===== src/design/mtdb_pkg.sv =====
// Shared types, codes and mask/geometry functions for the masked tile decoder.
// Used by every module of the block except mtdb_ram; depends on nothing.
package mtdb_pkg;

    localparam int TILE_SIZE    = 32;
    localparam int LIGHT_LEVELS = 16;
    localparam int TABLE_DEPTH  = LIGHT_LEVELS * 256;
    localparam int TABLE_AW     = $clog2(TABLE_DEPTH);
    localparam int QUEUE_DEPTH  = 4;   // power of two
    localparam int QUEUE_AW     = $clog2(QUEUE_DEPTH);

    // item function codes
    localparam logic [1:0] FUNC_TABLE_WR   = 2'd0;
    localparam logic [1:0] FUNC_TILE_START = 2'd1;
    localparam logic [1:0] FUNC_BYTE       = 2'd2;

    // tile layouts
    localparam logic [2:0] ENC_SQUARE = 3'd0;
    localparam logic [2:0] ENC_TRANS  = 3'd1;
    localparam logic [2:0] ENC_LTRI   = 3'd2;
    localparam logic [2:0] ENC_RTRI   = 3'd3;
    localparam logic [2:0] ENC_LTRAP  = 3'd4;
    localparam logic [2:0] ENC_RTRAP  = 3'd5;

    // mask selectors
    localparam logic [4:0] MASK_WALL       = 5'd1;
    localparam logic [4:0] MASK_LFLOOR     = 5'd2;
    localparam logic [4:0] MASK_RFLOOR     = 5'd3;
    localparam logic [4:0] MASK_LFOL       = 5'd4;
    localparam logic [4:0] MASK_RFOL       = 5'd5;
    localparam logic [4:0] MASK_UTL_FOL    = 5'd6;
    localparam logic [4:0] MASK_TL_FOL     = 5'd7;
    localparam logic [4:0] MASK_LBL_FOL    = 5'd8;
    localparam logic [4:0] MASK_BL_FOL     = 5'd9;
    localparam logic [4:0] MASK_UTR_FOL    = 5'd10;
    localparam logic [4:0] MASK_TR_FOL     = 5'd11;
    localparam logic [4:0] MASK_LBR_FOL    = 5'd12;
    localparam logic [4:0] MASK_BR_FOL     = 5'd13;
    localparam logic [4:0] MASK_UL_FLOOR   = 5'd14;
    localparam logic [4:0] MASK_UR_FLOOR   = 5'd15;
    localparam logic [4:0] MASK_EMPTY      = 5'd18;

    typedef enum logic [1:0] {
        PH_IDLE,
        PH_LEAD,
        PH_PIX,
        PH_TRAIL
    } t_phase;

    typedef struct packed {
        logic [1:0]  func;
        logic [11:0] table_index;
        logic [7:0]  table_value;
        logic [4:0]  mask_type;
        logic [2:0]  encoding;
        logic [3:0]  light_level;
        logic [7:0]  data_byte;
    } t_in;

    typedef struct packed {
        logic       write_enable;
        logic [4:0] pixel_x;
        logic [4:0] pixel_row;
        logic [7:0] pixel_color;
        logic       tile_end;
        logic       format_error;
    } t_out;

    // work passed from the front end to the table side
    typedef struct packed {
        logic                is_wr;
        logic                we;
        logic [4:0]          x;
        logic [4:0]          row;
        logic [TABLE_AW-1:0] addr;
        logic [7:0]          wdata;
        logic                tile_end;
        logic                fmt_err;
    } t_job;

    typedef struct packed {
        logic [4:0] start;
        logic [5:0] count;
        logic [1:0] lead;
        logic [1:0] trail;
    } t_geom;

    function automatic logic [31:0] ones_hi(input logic [5:0] n);
        return ~(32'hFFFF_FFFF >> n);
    endfunction

    function automatic logic [31:0] ones_lo(input logic [5:0] n);
        return ~(32'hFFFF_FFFF << n);
    endfunction

    function automatic logic [31:0] chk_word(input logic [4:0] t);
        return t[0] ? 32'h5555_5555 : 32'hAAAA_AAAA;
    endfunction

    function automatic logic [5:0] fol_len(input logic [4:0] t);
        logic [4:0] d;
        d = t - 5'd16;
        if (t < 5'd16) begin
            return 6'd32 - {t, 1'b0};
        end
        return {d, 1'b0};
    endfunction

    function automatic logic [31:0] ramp_left(input logic [4:0] t);
        if (t < 5'd16) begin
            return chk_word(t) | ones_lo({t, 1'b0} + 6'd2);
        end
        return 32'hFFFF_FFFF;
    endfunction

    function automatic logic [31:0] ramp_right(input logic [4:0] t);
        if (t < 5'd16) begin
            return chk_word(t) | ones_hi({t, 1'b0} + 6'd2);
        end
        return 32'hFFFF_FFFF;
    endfunction

    // t is the mask word number (31 - row); bit 31 is the row's first column
    function automatic logic [31:0] mask_word(input logic [4:0] mtype, input logic [4:0] t);
        logic       lo;
        logic [4:0] tm;
        logic [4:0] tp;
        lo = t < 5'd16;
        tm = t - 5'd16;
        tp = t + 5'd16;
        unique case (mtype)
            MASK_WALL:     return chk_word(t);
            MASK_LFLOOR:   return ramp_left(t);
            MASK_RFLOOR:   return ramp_right(t);
            MASK_LFOL:     return ones_hi(fol_len(t));
            MASK_RFOL:     return ones_lo(fol_len(t));
            MASK_UTL_FOL:  return lo ? 32'hFFFF_FFFF : ones_hi(fol_len(tm));
            MASK_TL_FOL:   return lo ? ones_hi(fol_len(t)) : 32'h0;
            MASK_LBL_FOL:  return lo ? ones_hi(fol_len(tp)) : 32'hFFFF_FFFF;
            MASK_BL_FOL:   return lo ? 32'h0 : ones_hi(fol_len(t));
            MASK_UTR_FOL:  return lo ? 32'hFFFF_FFFF : ones_lo(fol_len(tm));
            MASK_TR_FOL:   return lo ? ones_lo(fol_len(t)) : 32'h0;
            MASK_LBR_FOL:  return lo ? ones_lo(fol_len(tp)) : 32'hFFFF_FFFF;
            MASK_BR_FOL:   return lo ? 32'h0 : ones_lo(fol_len(t));
            MASK_UL_FLOOR: return lo ? chk_word(t) : ramp_left(tm);
            MASK_UR_FLOOR: return lo ? chk_word(t) : ramp_right(tm);
            default:       return 32'hFFFF_FFFF;
        endcase
    endfunction

    // row layout: first column, pixel count, pad bytes before and after
    function automatic t_geom geom(input logic [2:0] enc, input logic [4:0] row);
        logic       shaped;
        logic       tri_e;
        logic       left_e;
        logic [4:0] ins;
        logic [4:0] rd;
        t_geom      g;
        shaped = (enc >= ENC_LTRI) && (enc <= ENC_RTRAP);
        tri_e  = (enc == ENC_LTRI) || (enc == ENC_RTRI);
        left_e = (enc == ENC_LTRI) || (enc == ENC_LTRAP);
        rd     = row - 5'd15;
        ins    = 5'd0;
        if (shaped) begin
            if (row < 5'd16) begin
                ins = 5'd30 - {row[3:0], 1'b0};
            end else if (tri_e) begin
                ins = {rd[3:0], 1'b0};
            end
        end
        g.count = 6'd32 - {1'b0, ins};
        g.start = left_e ? ins : 5'd0;
        g.lead  = left_e ? {ins[1], 1'b0} : 2'd0;
        g.trail = left_e ? 2'd0 : {ins[1], 1'b0};
        return g;
    endfunction

endpackage


===== src/design/mtdb_queue.sv =====
// Short FIFO of decoded jobs between the front end and the table side.
// Depends on mtdb_pkg for the job type and depth.
module mtdb_queue (
    input  logic          i_clk,
    input  logic          i_rst_n,
    input  logic          i_push,
    input  mtdb_pkg::t_job i_job,
    output logic          o_full,
    output logic          o_valid,
    output mtdb_pkg::t_job o_head,
    input  logic          i_pop
);

    mtdb_pkg::t_job r_mem [mtdb_pkg::QUEUE_DEPTH];

    logic [mtdb_pkg::QUEUE_AW-1:0] r_wp;
    logic [mtdb_pkg::QUEUE_AW-1:0] r_rp;
    logic [mtdb_pkg::QUEUE_AW:0]   r_cnt;
    logic [mtdb_pkg::QUEUE_AW-1:0] n_wp;
    logic [mtdb_pkg::QUEUE_AW-1:0] n_rp;
    logic [mtdb_pkg::QUEUE_AW:0]   n_cnt;

    always_comb begin
        n_wp  = i_push ? r_wp + 1'b1 : r_wp;
        n_rp  = i_pop ? r_rp + 1'b1 : r_rp;
        n_cnt = r_cnt;
        if (i_push && !i_pop) begin
            n_cnt = r_cnt + 1'b1;
        end else if (i_pop && !i_push) begin
            n_cnt = r_cnt - 1'b1;
        end
    end

    always_ff @(posedge i_clk) begin
        if (!i_rst_n) begin
            r_wp  <= '0;
            r_rp  <= '0;
            r_cnt <= '0;
        end else begin
            r_wp  <= n_wp;
            r_rp  <= n_rp;
            r_cnt <= n_cnt;
        end
    end

    always_ff @(posedge i_clk) begin
        if (i_push) begin
            r_mem[r_wp] <= i_job;
        end
    end

    assign o_full  = r_cnt == (mtdb_pkg::QUEUE_AW + 1)'(mtdb_pkg::QUEUE_DEPTH);
    assign o_valid = r_cnt != '0;
    assign o_head  = r_mem[r_rp];

endmodule


===== config.mk =====
export PLATFORM = sky130hd
export DESIGN_NAME = mtdb_queue
export DESIGN_NICKNAME = d
export VERILOG_FILES = /design/src/design/mtdb_pkg.sv /design/src/design/mtdb_queue.sv
export SDC_FILE = /design/constraint.sdc
export NUM_CORES = 1
export LEC_CHECK = 0
export BUFFER_PORTS_ARGS = -buffer_cell sky130_fd_sc_hd__buf_2
export CELL_PAD_IN_SITES_DETAIL_PLACEMENT = 0
export CELL_PAD_IN_SITES_GLOBAL_PLACEMENT = 2
export CORE_UTILIZATION = 40
export CTS_CLUSTER_DIAMETER = 150
export CTS_CLUSTER_SIZE = 8
export DETAILED_ROUTE_END_ITERATION = 10
export GPL_TIMING_DRIVEN = 0
export PLACE_DENSITY = 0.68
export SYNTH_ARGS = -nofsm -noshare
export SYNTH_HDL_FRONTEND = slang
export SYNTH_SLANG_ARGS = --single-unit

===== constraint.sdc =====
create_clock -name i_clk -period 4.15 [get_ports i_clk]
set_clock_uncertainty 0.05 [all_clocks]
set_input_delay 0.415 -clock i_clk [delete_from_list [all_inputs] [get_ports i_clk]]
set_output_delay 0.415 -clock i_clk [all_outputs]
set_load 0.005 [all_outputs]

==> impl_metrics.toml, run 1 <==
[route]
drtIter0Drc = 160
drc = 0
first_pass_iters = 6
routed_via_density = 4.84
wl_per_cell_um = 17.8
final_antenna_net_count = 0
num_vias = 2447
drt-total-wl_um = 9010

[placed_design]
placed_cell_area_sq_um = 6070
place.gp.congestion = 0.637
hpwl_um = 5530
port_buffers = 73

[setup_path]
worstSetupEndpointType = "primary output"
startpoint_type = "register"
timing.rr.start = "r_wp[0]"
path_cells = "clkbuf_1 > buf_2 > mux4_2 > buf_2"
cpPeakStageDelay_ps = 370
cp.required_ps = 3680
cp.arrival_ps = 1890
cpMaxStageDelayCell = "mux4_2"
cpMostUsedCell = "buf_2"
crit_type = "register to primary output"
crit_path_max_fanout = 10

[flow_run]
max-cap-violations = 0

[synth]
synth_edf_count = 136
syn_avg_cell_area_sq_um = 24.4
synth.distinct_cells = 21
syn_nets = 265
synth_ff_type = "edfxtp_1"
yosysTopAreaCell = "edfxtp_1"
synth_top_family_by_area = "multiplexers"
yosysSeqAreaShare = 0.789
postSynthCellCount = 221
synth-async-reset-ratio = 0
synth_most_common_cell = "edfxtp_1"
synthAdderAreaFrac = 0.0153
synth_compound_area_frac = 0.00232
ys_top_cells_by_count = "edfxtp_1 (136), mux4_2 (30), and2_1 (9), dfxtp_1 (9), ha_1 (5)"
synth_xor_area_frac = 0.00811
synth_mux_area_frac = 0.148
yosysTopAreaCellShare = 0.756
yosys_warnings = 0
ys_ff_latch = 145
ys_top_cells_by_area = "edfxtp_1 (76%), mux4_2 (13%), dfxtp_1 (3.3%), mux4_1 (1.9%), ha_1 (1.2%)"
synthSimpleGateAreaFrac = 0.0171
syn_area_sq_um = 5400

[sta]
rsz0062_at_grt = "no"
finalCriticalPeriod_ps = 2350
final-setup-viol-count = 0
slew_viol_final = 0
setup_tns_ps = 0
finalHoldViolCount = 0
slew_headroom = 0.705
fin_crit_sh = 0.567
fmax_ghz = 0.425
worstMarginPinSlew_ps = 443
hold_ws_ps = 157

[cts]
htree_levels = 4
cts_made_buffers = 17
cts_hold_buf = 0
cts_root_buf = "clkbuf_16"
cts_tree = "done"
clock_path_buffers = 2
cts_resized = 0
clkTransAtPathRegs_ps = 50
postCtsSetupBuffers = 0
clock-sinks = 145
clk_latency_ps = 420

[cells_and_area]
stdcell_area_sq_um = 6670
fin_nets = 361
diodes = 0
area_growth_pct = 23.5
drive_gt1_frac = 0.433

[die]
io-pin-count = 74
core_sq_um = 13200
die_w_um = 118
num_rows = 42
die_h_um = 118
start_util = 0.410
die-area_sq_um = 14000

[run_status]
status = "completed"

[power]
ir_drop_mv = 0.238
power_frac_seq = 0.479
p_int_mw = 2.84
cellPowerDensity_nw_per_um2 = 531
power_switching_mw = 0.707
clkPwrFrac = 0.433
leakage_nw = 2.31
power_frac_comb = 0.088
switching_share = 0.200

[hold_path]
hold_start = "i_job[7]"
min_path_type = "primary input to register"

[global_routing]
grt-ovfl-total = 0
antenna_found_initial = 0
grt_pass1_wl_um = 14200
track_usage = 0.145
grt_max_degree = 27
grt_pass1_vias = 2580
-- metrics by stage --
stage / cells / total power [mW] / setup WS (ps) / utilization
final: 506 / 3.54 / 1800 / 0.506
after global routing: 506 / 3.67 / 1640 / 0.506
after CTS: 506 / 3.59 / 1740 / 0.506
after detailed placement: 474 / 2.05 / 2170 / 0.460
after global placement: 470 / 2.04 / 1540 / 0.454
after floorplan: 221 / 1.91 / 2330 / -
-- cells by family after synthesis --
group	Yosys count
adders and majority gates	6
buffers and inverters	12
muxes	36
and+or+nand+nor	15
DFF	145
AOI/OAI and AO/OA	2
xor gates and xnor gates	5
-- layer usage --
metal  part of all wire  routed length [um]  vias up  track usage
li1                   -                   -     1117            -
met1               0.41                3720     1255        0.168
met2               0.52                4650       61        0.242
met3              0.047                 427       14       0.0420
met4              0.024                 214        0       0.0817
met5                  0                   0        -            0
-- critical path: cells and delay by family, from the launching register on --
kind | cells | cell delay, ps
multiplexers | 1 | 370
flip-flops | 1 | 300
buffers and inverters | 3 | 790
-- state kept, by name, indices dropped and copies added, names as in the netlist, named ones only --
name and flops:
r_mem 136, r_cnt 3, r_rp 2, r_wp 2
-- layout by cell type, fill, tap and decap left out, types with 3 or more instances in the layout --
cell type / instances
edfxtp_1: 136
mux4_1: 4
and2_2: 4
ha_1: 5
and2_1: 5
dfxtp_1: 9
clkinv_1: 5
bufinv_16: 4
xor2_1: 3
mux4_2: 30
clkbuf_16: 17
inv_1: 4
buf_2: 76
buf_12: 7
clkbuf_1: 3
-- power groups by stage --
stage	clock network, mW	logic, mW	registers, mW
final	1.53	0.311	1.70
after global placement	0	0.306	1.73
after detailed placement	0	0.322	1.73
after global routing	1.62	0.344	1.70
after CTS	1.57	0.323	1.70
after floorplan	0	0.184	1.72
-- final cells by class --
| class | count | area (sq um) |
|---|---|---|
| clock inverters | 13 | 168 |
| multi-input cells | 64 | 1040 |
| plain buffers | 8 | 90.1 |
| fillers | 1093 | 6520 |
| repair buffers | 77 | 445 |
| well taps | 176 | 220 |
| flip-flops and latches | 145 | 4260 |
| clock buffers | 19 | 433 |
| inverters | 4 | 15.0 |
-- worst paths after layout --
path | to | slack [ps] | cells past startpoint
max reg2reg | r_mem[0][21] | 2570 | 4
max | o_head[5] | 1800 | 4
min reg2reg | r_cnt[2] | 450 | 2
min | r_mem[3][7] | 160 | 1
No activity file was read; power rests on OpenSTA's default activity.
==> run 2: changes to the inputs <==
==> constraint.sdc (replaced) <==
create_clock -name i_clk -period 2.3 [get_ports i_clk]
set_clock_uncertainty 0.05 [all_clocks]
set_input_delay 0.23 -clock i_clk [delete_from_list [all_inputs] [get_ports i_clk]]
set_output_delay 0.23 -clock i_clk [all_outputs]
set_load 0.005 [all_outputs]
==> impl_metrics.toml, run 2 (synthesis results as in run 1) <==
[cells_and_area]
stdcell_area_sq_um = 7010
area_growth_pct = 29.8
drive_gt1_frac = 0.393
final_cell_mix = "edfxtp_1 (136), buf_2 (76), dlygate4sd3_1 (34), mux4_2 (30), clkbuf_16 (17)"
largest_register = "r_mem"
fin_nets = 395
final_core_util = 0.532
largest_reg_flops = 136
fin_cells = 540
final_common_cell = "edfxtp_1"
diodes = 0
reg_top3 = "r_mem x136, r_cnt x3"
nFillCells = 1072

[die]
core_sq_um = 13200
num_rows = 42
io-pin-count = 74
start_util = 0.410
die_h_um = 118
die_w_um = 118
die-area_sq_um = 14000

[cts]
clk_latency_ps = 420
cts_resized = 0
clock-sinks = 145
cts_root_buf = "clkbuf_16"
clkTransAtPathRegs_ps = 50
cts_made_buffers = 17
cts_tree = "done"
postCtsSetupBuffers = 0
clock_path_buffers = 2
htree_levels = 4

[global_routing]
use_met2 = 0.250
grt-ovfl-total = 0
grtUsageMet1 = 0.169
grt_pass1_wl_um = 14600
track_usage = 0.148
grt_pass1_vias = 2717
grt_max_degree = 27
top_usage_layer = "met2"
antenna_found_initial = 0
use_met3 = 0.0420

[setup_path]
cp.required_ps = 2020
cpMaxStageDelayCell = "mux4_2"
cpMostUsedCell = "buf_2"
worstSetupEndpointType = "primary output"
crit_path_max_fanout = 10
cp.arrival_ps = 1880
startpoint_type = "register"
path_cells = "clkbuf_1 > buf_2 > mux4_2 > buf_2"
cpPeakStageDelay_ps = 370
reg2reg_depth = 4
crit_type = "register to primary output"

[hold_path]
min_path_type = "primary input to register"
hold-path-cell-count = 2

[power]
switching_share = 0.199
ir_drop_mv = 0.437
power_switching_mw = 1.28
power_frac_seq = 0.476
cellPowerDensity_nw_per_um2 = 918
p_int_mw = 5.15
leakage_nw = 2.46
power.total_mw = 6.44
power_frac_comb = 0.094
clkPwrFrac = 0.430

[placed_design]
place.gp.congestion = 0.637
hpwl_um = 5530
place_ws_ps = 506
port_buffers = 73
placedCellCount = 474
placed_cell_area_sq_um = 6070

[sta]
slew_viol_final = 0
fmax_ghz = 0.462
finalHoldViolCount = 0
setup_tns_ps = 0
worst_slack_ps = 136
finalCriticalPeriod_ps = 2160
rsz0062_at_grt = "yes"
worstMarginPinSlew_ps = 445
slew_headroom = 0.704
fin_crit_sh = 0.941
hold_ws_ps = 70.5
final-setup-viol-count = 0

[route]
num_vias = 2562
drc = 1
first_pass_iters = 7
drt-total-wl_um = 9190
wl_per_cell_um = 17.0
routed_via_density = 4.74
final_antenna_net_count = 0
drtIter0Drc = 129

[run_status]
violations = "design-rule violations"
status = "complete, but fails checks"

[flow_run]
max-cap-violations = 0
-- run 2: repair_timing --
item | in CTS | in global routing
hold buffers | 34 | 0
hold endpoints to repair | 136 | 0
setup endpoints to repair | 0 | 3
-- run 2: cell type report --
cell class,instances,area (sq um),area share
clock buffers,19,433,0.0617
clock inverters,13,168,0.0239
plain buffers,8,90.1,0.0128
well taps,176,220,0.0314
multi-input cells,64,1040,0.148
repair buffers,111,786,0.112
inverters,4,15.0,0.00214
flip-flops and latches,145,4260,0.608
-- run 2: metal layers --
| metal | wire length (um) | vias to the layer above |
|---|---|---|
| li1 | - | 1186 |
| met1 | 3850 | 1302 |
| met2 | 4740 | 62 |
| met3 | 405 | 12 |
| met4 | 187 | 0 |
| met5 | 0 | - |
-- run 2: worst paths after layout --
kind / endpoint / slack [ps] / from
min: r_cnt[0] / 70 / i_rst_n
min reg2reg: r_cnt[2] / 450 / r_cnt[2]
max: o_head[5] / 140 / register
max reg2reg: r_mem[0][21] / 710 / r_wp[0]
-- run 2: power groups by stage --
| stage | Clock [mW] | Sequential [mW] | Combinational, mW |
|---|---|---|---|
| floorplan | 0 | 3.11 | 0.332 |
| global placement | 0 | 3.12 | 0.552 |
| detailed placement | 0 | 3.12 | 0.580 |
| CTS | 2.83 | 3.07 | 0.628 |
| global route | 2.92 | 3.08 | 0.670 |
| finish | 2.76 | 3.06 | 0.608 |
-- run 2: critical path: cells and delay by family (launching register included) --
kind                   cells  cell delay [ps]
buffers and inverters      3              780
flip-flops                 1              300
multiplexers               1              370
==> run 3: changes to the inputs <==
--- a/config.mk
+++ b/config.mk
@@ -14,6 +14,7 @@
 export DETAILED_ROUTE_END_ITERATION = 10
 export GPL_TIMING_DRIVEN = 0
 export PLACE_DENSITY = 0.68
+export REMOVE_ABC_BUFFERS = 1
 export SYNTH_ARGS = -nofsm -noshare
 export SYNTH_HDL_FRONTEND = slang
 export SYNTH_SLANG_ARGS = --single-unit
==> impl_metrics.toml, run 3 (synthesis results as in run 1) <==
[power]
switching_share = 0.210
power_frac_comb = 0.098
p_int_mw = 4.84
cellPowerDensity_nw_per_um2 = 881
power_switching_mw = 1.29
leakage_nw = 2.44
power_frac_seq = 0.501
clkPwrFrac = 0.401
ir_drop_mv = 0.475

[setup_path]
worstSetupEndpointType = "primary output"
crit_type = "register to primary output"
cp.arrival_ps = 1720
cp.required_ps = 2020
startpoint_type = "register"
reg2reg_depth = 4
r2r_setup_slack_ps = 740
crit_path_max_fanout = 9

[global_routing]
track_usage = 0.145
grt-ovfl-total = 0
antenna_found_initial = 0
grt_pass1_vias = 2665
grt_max_degree = 33
grt_pass1_wl_um = 14300

[cells_and_area]
stdcell_area_sq_um = 6960
reg_top3 = "r_mem x136, r_cnt x3"
largest_reg_flops = 136
final_core_util = 0.528
fin_nets = 394
largest_register = "r_mem"
area_growth_pct = 28.9
diodes = 0
drive_gt1_frac = 0.416
final_common_cell = "edfxtp_1"
final_cell_mix = "edfxtp_1 (136), buf_2 (73), dlygate4sd3_1 (34), mux4_2 (30), clkbuf_16 (17)"

[die]
die_h_um = 118
num_rows = 42
core_sq_um = 13200
start_util = 0.410
die-area_sq_um = 14000
io-pin-count = 74
die_w_um = 118

[cts]
cts_tree = "done"
clock_path_buffers = 2
htree_levels = 4
cts_root_buf = "clkbuf_16"
clock-sinks = 145
clkTransAtPathRegs_ps = 60
cts_made_buffers = 17
clk_latency_ps = 400

[route]
first_pass_iters = 4
num_vias = 2539
wl_per_cell_um = 17.1
drc = 0
drtIter0Drc = 152
routed_via_density = 4.71
drt-total-wl_um = 9200
final_antenna_net_count = 0

[placed_design]
placed_cell_area_sq_um = 6020
hpwl_um = 5370
port_buffers = 73
place.gp.congestion = 0.584

[sta]
setup_tns_ps = 0
fmax_ghz = 0.500
finalCriticalPeriod_ps = 2000
slew_viol_final = 0
slew_headroom = 0.727
worstMarginPinSlew_ps = 409
rsz0062_at_grt = "no"
finalHoldViolCount = 0
fin_crit_sh = 0.870
final-setup-viol-count = 0

[hold_path]
hold-path-cell-count = 2
min_path_type = "primary input to register"

[run_status]
status = "completed"

[flow_run]
max-cap-violations = 0
==> run 3: cell count changes in the layout (fill, tap and decap cells not counted), sizes merged <==
cell / previous run / this run
clkinvlp: 2 / 3
bufinv: 4 / 0
clkbuf: 20 / 22
==> run 3: worst paths after layout <==
path	to	start
max	o_head[3]	register
min	r_cnt[0]	i_rst_n
max reg2reg	r_cnt[2]	r_cnt[0]
min reg2reg	r_cnt[2]	r_cnt[2]
==> run 3: critical path, stage by stage (launching register included) <==
cell	delay, ps
dfxtp_4	350
buf_4	150
buf_12	150
mux4_2	510
buf_2	140
==> run 3: area by class of cell <==
class,count,area [sq um]
clock inverter,10,61.3
fill,1054,6230
multi-input combinational,64,1040
sequential,145,4270
timing repair buffer,118,876
tap,176,220
inverter,4,15.0
clock buffer,22,484
==> run 3: per-layer routing <==
| metal | global-route usage | vias to the layer above | share of wire |
|---|---|---|---|
| met5 | 0 | - | 0 |
| met4 | 0.0649 | 0 | 0.016 |
| met3 | 0.0531 | 15 | 0.053 |
| met2 | 0.222 | 66 | 0.49 |
| met1 | 0.184 | 1280 | 0.44 |
| li1 | - | 1178 | - |
==> run 3: power by group through the flow <==
stage               logic [mW]  clock network [mW]  registers [mW]
floorplan                0.264                   0            3.15
global placement         0.469                   0            3.18
detailed placement       0.538                   0            3.14
CTS                      0.587                2.52            3.09
global route             0.658                2.65            3.08
finish                   0.601                2.46            3.07
==> run 3: repair_timing <==
item / CTS / global route
gates resized for setup: 1 / 0
cloned: 0 / 0
endpoints found under the hold margin: 136 / 0
pin swaps: 0 / 0
setup endpoints to repair: 21 / 2
hold buffers: 34 / 0
setup buffers: 0 / 5
==> run 3: through the flow <==
stage	cells	setup slack (ps)	power, mW	hold WS (ps)
final	539	300	6.13	82.8
after global placement	462	-971	3.65	392
after CTS	534	18.4	6.20	70.4
after detailed placement	468	289	3.68	398
after global routing	539	229	6.39	91.1
after floorplan	213	-173	3.41	279
